<file path="src/rtl/core/tac_pkg.sv">
`timescale 1ns / 1ps

package tac_pkg;

  localparam int unsigned SERIES_W   = 20;
  localparam int unsigned SUPPLY_W   = 16;
  localparam int unsigned OFFSET_W   = 8;
  localparam int unsigned TEMP_W     = 10;
  localparam int unsigned CFG_IDX_W  = 3;
  localparam int unsigned LN_FRAC    = 24;
  localparam int unsigned SQ_FRAC    = 30;
  localparam int unsigned SQ_STEPS   = LN_FRAC;
  localparam int unsigned COEF_MAX_W = 48;
  localparam int unsigned COEF_SPLIT = 24;
  localparam int unsigned LN2_W      = 32;

  localparam logic [LN2_W-1:0]    LN2_Q32    = 32'd2977044472;
  localparam logic [SERIES_W-1:0] SERIES_RST = 20'd1000;
  localparam logic [SUPPLY_W-1:0] SUPPLY_RST = 16'd3300;
  localparam logic [63:0]         COEF_A_RST = 64'd23089744183;
  localparam logic [63:0]         COEF_B_RST = 64'd877300329;
  localparam logic [63:0]         COEF_C_RST = 64'd7146826;
  localparam logic [OFFSET_W-1:0] OFFSET_RST = 8'd5;
  localparam logic [TEMP_W-1:0]   TEMP_MAX   = 10'd511;

  typedef enum logic [CFG_IDX_W-1:0] {
    CFG_SERIES = 3'd0,
    CFG_SUPPLY = 3'd1,
    CFG_COEF_A = 3'd2,
    CFG_COEF_B = 3'd3,
    CFG_COEF_C = 3'd4,
    CFG_OFFSET = 3'd5
  } tac_cfg_e;

  typedef enum logic [1:0] {
    ST_OK       = 2'd0,
    ST_ZERO_RES = 2'd1,
    ST_SUPPLY   = 2'd2
  } tac_status_e;

  // per-word flags that ride along the pipeline
  typedef struct packed {
    tac_status_e status;
    logic        dzero;
  } tac_tag_t;

endpackage

</file>
<file path="src/rtl/core/tac_udiv.sv">
`timescale 1ns / 1ps

module tac_udiv import tac_pkg::*; #(
  parameter int unsigned NUM_W = 32,
  parameter int unsigned DEN_W = 16
) (
  input  logic             clk_i,
  input  logic             rst_ni,
  input  logic             adv_i,
  input  logic             valid_i,
  input  logic [NUM_W-1:0] num_i,
  input  logic [DEN_W-1:0] den_i,
  input  tac_tag_t         tag_i,
  output logic             valid_o,
  output logic [NUM_W-1:0] quo_o,
  output logic [DEN_W-1:0] rem_o,
  output tac_tag_t         tag_o
);

  logic             v_q   [NUM_W];
  logic [DEN_W-1:0] rem_q [NUM_W];
  logic [DEN_W-1:0] den_q [NUM_W];
  logic [NUM_W-1:0] num_q [NUM_W];
  logic [NUM_W-1:0] quo_q [NUM_W];
  tac_tag_t         tag_q [NUM_W];

  // restoring division, one quotient bit per stage, msb first
  for (genvar s = 0; s < NUM_W; s++) begin : g_step
    logic             v_in;
    logic [DEN_W-1:0] rem_in;
    logic [DEN_W-1:0] den_in;
    logic [NUM_W-1:0] num_in;
    logic [NUM_W-1:0] quo_in;
    tac_tag_t         tag_in;
    logic [DEN_W:0]   trial;
    logic [DEN_W:0]   diff;
    logic             ge;

    if (s == 0) begin : g_head
      assign v_in   = valid_i;
      assign rem_in = '0;
      assign den_in = den_i;
      assign num_in = num_i;
      assign quo_in = '0;
      assign tag_in = tag_i;
    end else begin : g_body
      assign v_in   = v_q[s-1];
      assign rem_in = rem_q[s-1];
      assign den_in = den_q[s-1];
      assign num_in = num_q[s-1];
      assign quo_in = quo_q[s-1];
      assign tag_in = tag_q[s-1];
    end

    assign trial = {rem_in, num_in[NUM_W-1]};
    assign diff  = trial - {1'b0, den_in};
    assign ge    = (trial >= {1'b0, den_in});

    always_ff @(posedge clk_i or negedge rst_ni) begin
      if (!rst_ni) begin
        v_q[s] <= 1'b0;
      end else if (adv_i) begin
        v_q[s] <= v_in;
      end
    end

    always_ff @(posedge clk_i) begin
      if (adv_i) begin
        rem_q[s] <= ge ? diff[DEN_W-1:0] : trial[DEN_W-1:0];
        quo_q[s] <= {quo_in[NUM_W-2:0], ge};
        num_q[s] <= num_in << 1;
        den_q[s] <= den_in;
        tag_q[s] <= tag_in;
      end
    end
  end

  assign valid_o = v_q[NUM_W-1];
  assign quo_o   = quo_q[NUM_W-1];
  assign rem_o   = rem_q[NUM_W-1];
  assign tag_o   = tag_q[NUM_W-1];

endmodule

</file>
<file path="config.mk">
export PLATFORM = sky130hd
export DESIGN_NAME = tac_udiv
export DESIGN_NICKNAME = d
export VERILOG_FILES = /design/src/rtl/core/tac_pkg.sv /design/src/rtl/core/tac_udiv.sv
export SDC_FILE = /design/constraint.sdc
export NUM_CORES = 2
export LEC_CHECK = 0
export BUFFER_PORTS_ARGS = -buffer_cell sky130_fd_sc_hd__buf_4
export CAP_MARGIN = 20
export CORE_MARGIN = 3
export CORE_UTILIZATION = 60
export DETAILED_ROUTE_END_ITERATION = 8
export HOLD_SLACK_MARGIN = 0.05
export PLACE_DENSITY = 0.74
export REMOVE_ABC_BUFFERS = 1
export SLEW_MARGIN = 20
export SYNTH_ARGS = -nofsm -noshare
export SYNTH_HDL_FRONTEND = slang
export SYNTH_SLANG_ARGS = --single-unit
</file>
<file path="constraint.sdc">
create_clock -name clk_i -period 9.6 [get_ports clk_i]
set_clock_uncertainty 0.1 [all_clocks]
set_input_delay 0.48 -clock clk_i [delete_from_list [all_inputs] [get_ports clk_i]]
set_output_delay 0.48 -clock clk_i [all_outputs]
set_load 0.02 [all_outputs]
</file>
Yosys cells after proc, flatten, opt, wreduce, memory -nomap -nowiden --
Memories as Yosys holds them, arrays and structs flattened. Cells that the tools add are included.
Storage, ports and cells: bits in registers 32, bits in writable memories 3136, input port bits 55, output and inout port bits 52, logic and storage cells 135, memories kept 5
Cells by class: $add $sub $neg 32, magnitude comparators 32, muxes and demuxes 34
Memories:
- quo_q | depth 32, bits a word 32, rd ports 32, clocked after Yosys merged registers in 0, wr ports 32, line tac_udiv.sv:24 | logic [NUM_W-1:0] quo_q [NUM_W];
- num_q | depth 32, bits a word 31, rd ports 31, clocked after Yosys merged registers in 0, wr ports 32, line tac_udiv.sv:23 | logic [NUM_W-1:0] num_q [NUM_W];
- den_q | depth 32, bits a word 16, rd ports 31, clocked after Yosys merged registers in 0, wr ports 32, line tac_udiv.sv:22 | logic [DEN_W-1:0] den_q [NUM_W];
- rem_q | depth 32, bits a word 16, rd ports 32, clocked after Yosys merged registers in 0, wr ports 32, line tac_udiv.sv:21 | logic [DEN_W-1:0] rem_q [NUM_W];
- tag_q | depth 32, bits a word 3, rd ports 32, clocked after Yosys merged registers in 0, wr ports 32, line tac_udiv.sv:25 | tac_tag_t tag_q [NUM_W];
Operators by type and width (number):
- 17-bit by 16-bit >= comparator with 1-bit output | 31
- 16-bit two-way mux | 32
- 16-bit subtractor | 31
- 1-bit by 16-bit >= comparator with 1-bit output | 1
- 1-bit by 16-bit subtractor with 16-bit output | 1
- 1-bit two-way mux | 2

Logic depth before layout (Yosys ltp) --
An unclocked memory read counts as a cell.
depth after elaboration 3, depth in mapped cells 12, depth with buffers taken out 11

Worst setup path before layout --
Ideal clock, no wire load.
kind reg-to-reg, from mem den_q[26][1], to mem rem_q[27][10], data pin, setup time 260 ps, data arrival time 2756 ps, required time 9240 ps, path slack 6483 ps, stages on the path, launching flop included 12, path buffers 1, period minus slack after synthesis 3117 ps, cells stage by stage edfxtp_1 > inv_1 > ha_1 > nor2b_4 > o31a_1 > o31ai_2 > nand3_1 > a221oi_2 > o41ai_1 > a211oi_4 > buf_8 > mux2_4
RTL lines (line):
- start: declaration | tac_udiv.sv:22
- end: declaration | tac_udiv.sv:21

==> run_results.csv <==
group,metric,value,unit
logic_synthesis,yosys-top-cells-area,"edfxtp_1 (67%), ha_1 (6.5%), mux2_2 (4.6%)",
critical_path,critical_path_arrival,4450,ps
route,drtIter0Drc,3803,
cts,root_buffer,"clkbuf_16",
grt,grt_max_degree,205,
grt,antenna_found_initial,1,
placed_design,place_hpwl,116.2,mm
logic_synthesis,yosysMostFrequentCell,"edfxtp_1",
critical_path,worstSetupStartpointType,"flip-flop",
floorplan,start_util,60.80,%
logic_synthesis,synth_area,95520,sq um
timing,period_share,41.47,%
floorplan,io_pins,107,
cts,clkLatencyLatePin,830,ps
power,pwr-share-clk,24.6,%
outcome,status,"finished, final reports clean",
timing,max_clock_freq,251.2,MHz
logic_synthesis,netlist_top_cells_count,"edfxtp_1 (2128), inv_1 (632), ha_1 (498)",
power,p_per_area,315.9,nW/um^2
grt,grt_pass1_vias,51644,
route,drtPass1Iterations,5,
cts,cts_buffers,212,
logic_synthesis,synth_top_cell_area_share,66.90,%
logic_synthesis,synthFlopType,"edfxtp_1",
logic_synthesis,ys_warn_count,0,
logic_synthesis,yosysUniqueCellTypes,97,
grt,grt_usage,20.61,%
route,route.detailed.drc,0,
power,p_leak,0.04090,uW
worst_hold_path,hold_start,"num_i[20]",
power,pwr-share-seq,40.8,%
power,ir_drop,218.0,uV
critical_path,end_kind,"flip-flop",
cts,h-tree-depth,4,
cts,clk_pin_slew_worst_paths,60,ps
logic_synthesis,yosysTopAreaCell,"edfxtp_1",
route,routedWlPerCell,18.80,microns
critical_path,cp_max_fo,17,
timing,finalWorstSetupSlack,5619,ps
run,drv_cap,0,
timing,setup_viol,0,
worst_hold_path,hold_path.class,"input port to flip-flop",
power,p_int,23110,uW
cts,cts_num_sinks,2160,
logic_synthesis,async_flop_share,1.481,%
logic_synthesis,synth-edff-count,2128,
logic_synthesis,synth-seq-cells,2160,
timing,tightest_slew,1169,ps
power,combinationalPowerShare,34.6,%
critical_path,worst-path-buf-inv,1,
finish,nNetsFinal,7323,
timing,final_max_slew_viol_count,0,
floorplan,core,157100,sq um
placed_design,dpl_worst_slack,5476,ps
floorplan,dieArea,164000,sq um
critical_path,cpPeakStageDelay,710,ps
grt,grt_pass1_wl,268.9,mm
timing,rsz0062_at_grt,"no",
critical_path,cp_slowest_cell,"a22o_1",
timing,fin_crit,3981,ps
placed_design,gp_congestion,0.8969,
route,routed_via_density,5.727,
finish,antenna_cells,0,
logic_synthesis,seq_area_frac_synth,67.73,%
power,netSwitchingFraction,31.40,%
critical_path,cp-startpoint,"den_q[18][1]",
route,wl,168.9,mm
critical_path,path_delay_family,"compound AO/OA/AOI/OAI gates",
placed_design,numPortBuffers,106,
critical_path,crit_chain,"inv_1 > ha_1 > nor2b_1 > o21ai_0 > a21oi_1 > nor4_1 > o21ai_1 > o311ai_0 > a22o_1 > mux2_2",
floorplan,rows,145,
timing,final_hold_viol_count,0,
finish,area_delta_synth_final,11.63,%
cts,cts_setup_buffers,0,
floorplan,die_width,405.0,microns
route,antenna_left,0,
route,via_count,51439,
critical_path,reg2reg_from,"den_q[18][1]",
floorplan,die_y,405.0,microns
finish,fillerInstances,10709,
critical_path,crit_type,"flip-flop to flip-flop",
cts,tritoncts,"done",
timing,setup_tns,0,ps
logic_synthesis,postSynthAreaPerCell,14.92,sq um
cts,clockBufferDepth,3,
timing,relSlewSlack,22.05,%
critical_path,required,10070,ps
finish,drive_gt1_share,13.36,%
logic_synthesis,netlist_instances,6401,
power,power.switching,10580,uW
grt,overflow,0,
per-stage QoR:
stage	hold WS (ps)	cell area [sq um]	total power (uW)	utilization (%)	std cells
after floorplan	84.41	95180	22450	-	6335
after global placement	300.1	98880	25090	62.94	8524
after detailed placement	304.5	98890	25400	62.94	8524
after CTS	183.7	106600	33890	67.84	8979
after global routing	211.5	106600	35650	67.87	8982
final	269.9	106600	33690	67.87	8982
path summary, 6_finish.rpt:
| check | to | slack, ps | depth (start not counted) |
|---|---|---|---|
| setup / recovery | rem_q[19][8] | 5620 | 10 |
| hold / removal | num_q[0][20] | 270 | 2 |
| setup reg to reg | rem_q[19][8] | 5620 | 10 |
| hold reg to reg | num_q[11][17] | 300 | 0 |
| max in group asynchronous | g_step[28].v_in | 8660 | 4 |
| min in group asynchronous | g_step[2].v_in | 560 | 4 |
state kept, by name, summed over array words and instances, names as in the netlist:
signal and cells:
valid_o 1, den_q 496, rem_q 512, g_step.v_in 31, tag_q 96, quo_q 528
num_q 496
what timing repair did:
item,4_1_cts,5_1_grt
resized for setup,0,0
hold buffers,56,0
endpoints found under the hold margin,113,0
setup endpoints to repair,0,0
placed cells by master (no fill, tap or decap), types with 20 or more instances in the layout:
cell type | netlist | routed
clkbuf_1 | 28 | 25
xor2_1 | 113 | 113
a211oi_1 | 34 | 34
o311ai_0 | 21 | 21
o21a_1 | 98 | 98
edfxtp_1 | 2128 | 2128
or3_1 | 25 | 25
bufinv_16 | 0 | 24
nand2_1 | 209 | 209
nor4_1 | 33 | 32
buf_4 | 11 | 123
inv_1 | 632 | 632
clkbuf_16 | 0 | 213
mux2i_1 | 62 | 62
a31oi_1 | 49 | 49
a21oi_1 | 309 | 307
and3_1 | 32 | 32
mux2_2 | 386 | 386
fa_1 | 31 | 31
nand2b_1 | 76 | 76
nor2_1 | 259 | 259
o31ai_1 | 25 | 25
nor3_1 | 81 | 81
nor2b_1 | 86 | 86
xnor2_1 | 237 | 237
o21ai_0 | 238 | 238
a21boi_0 | 35 | 35
nand4_1 | 74 | 74
nand3_1 | 79 | 79
o21bai_1 | 20 | 20
dlygate4sd3_1 | 0 | 55
a21o_1 | 138 | 138
clkinv_1 | 1 | 46
dfrtp_1 | 32 | 32
clkinv_2 | 0 | 53
o211ai_1 | 24 | 24
ha_1 | 498 | 498
o31a_1 | 21 | 21
cells by family after synthesis:
group	count (synthesis)	share of synthesized area [%]
flops	2160	67.73
compound gates	1183	8.332
fa+ha+maj	529	7.173
xor+xnor	350	3.209
mux	456	5.322
buf+inv	701	2.853
simple gates	1022	5.377
power by group through the flow:
stage / Sequential (uW) / Combinational, uW / Clock [uW]
CTS: 13700 / 11600 / 8530
detailed placement: 13900 / 11500 / 0
global placement: 13900 / 11200 / 0
finish: 13700 / 11700 / 8290
global route: 13900 / 12900 / 8890
floorplan: 13500 / 8930 / 0
metal layers:
metal	vias up	share of wire [%]	GRT usage (%)
met2	1114	50	35.66
met5	-	0	0
met3	396	3.9	3.235
met4	0	4.2	8.855
met1	25078	41	25.88
li1	24851	-	-
cell type report:
class	instances	area (sq um)	area share (%)
clock buffer	243	5493	5.151
tap	2058	2575	2.415
clock inverter	156	1627	1.525
multi-input combinational	3540	28150	26.40
sequential	2160	64700	60.68
timing repair buffer	190	1708	1.602
inverter	635	2384	2.235
(Power assumes the default switching activity.)
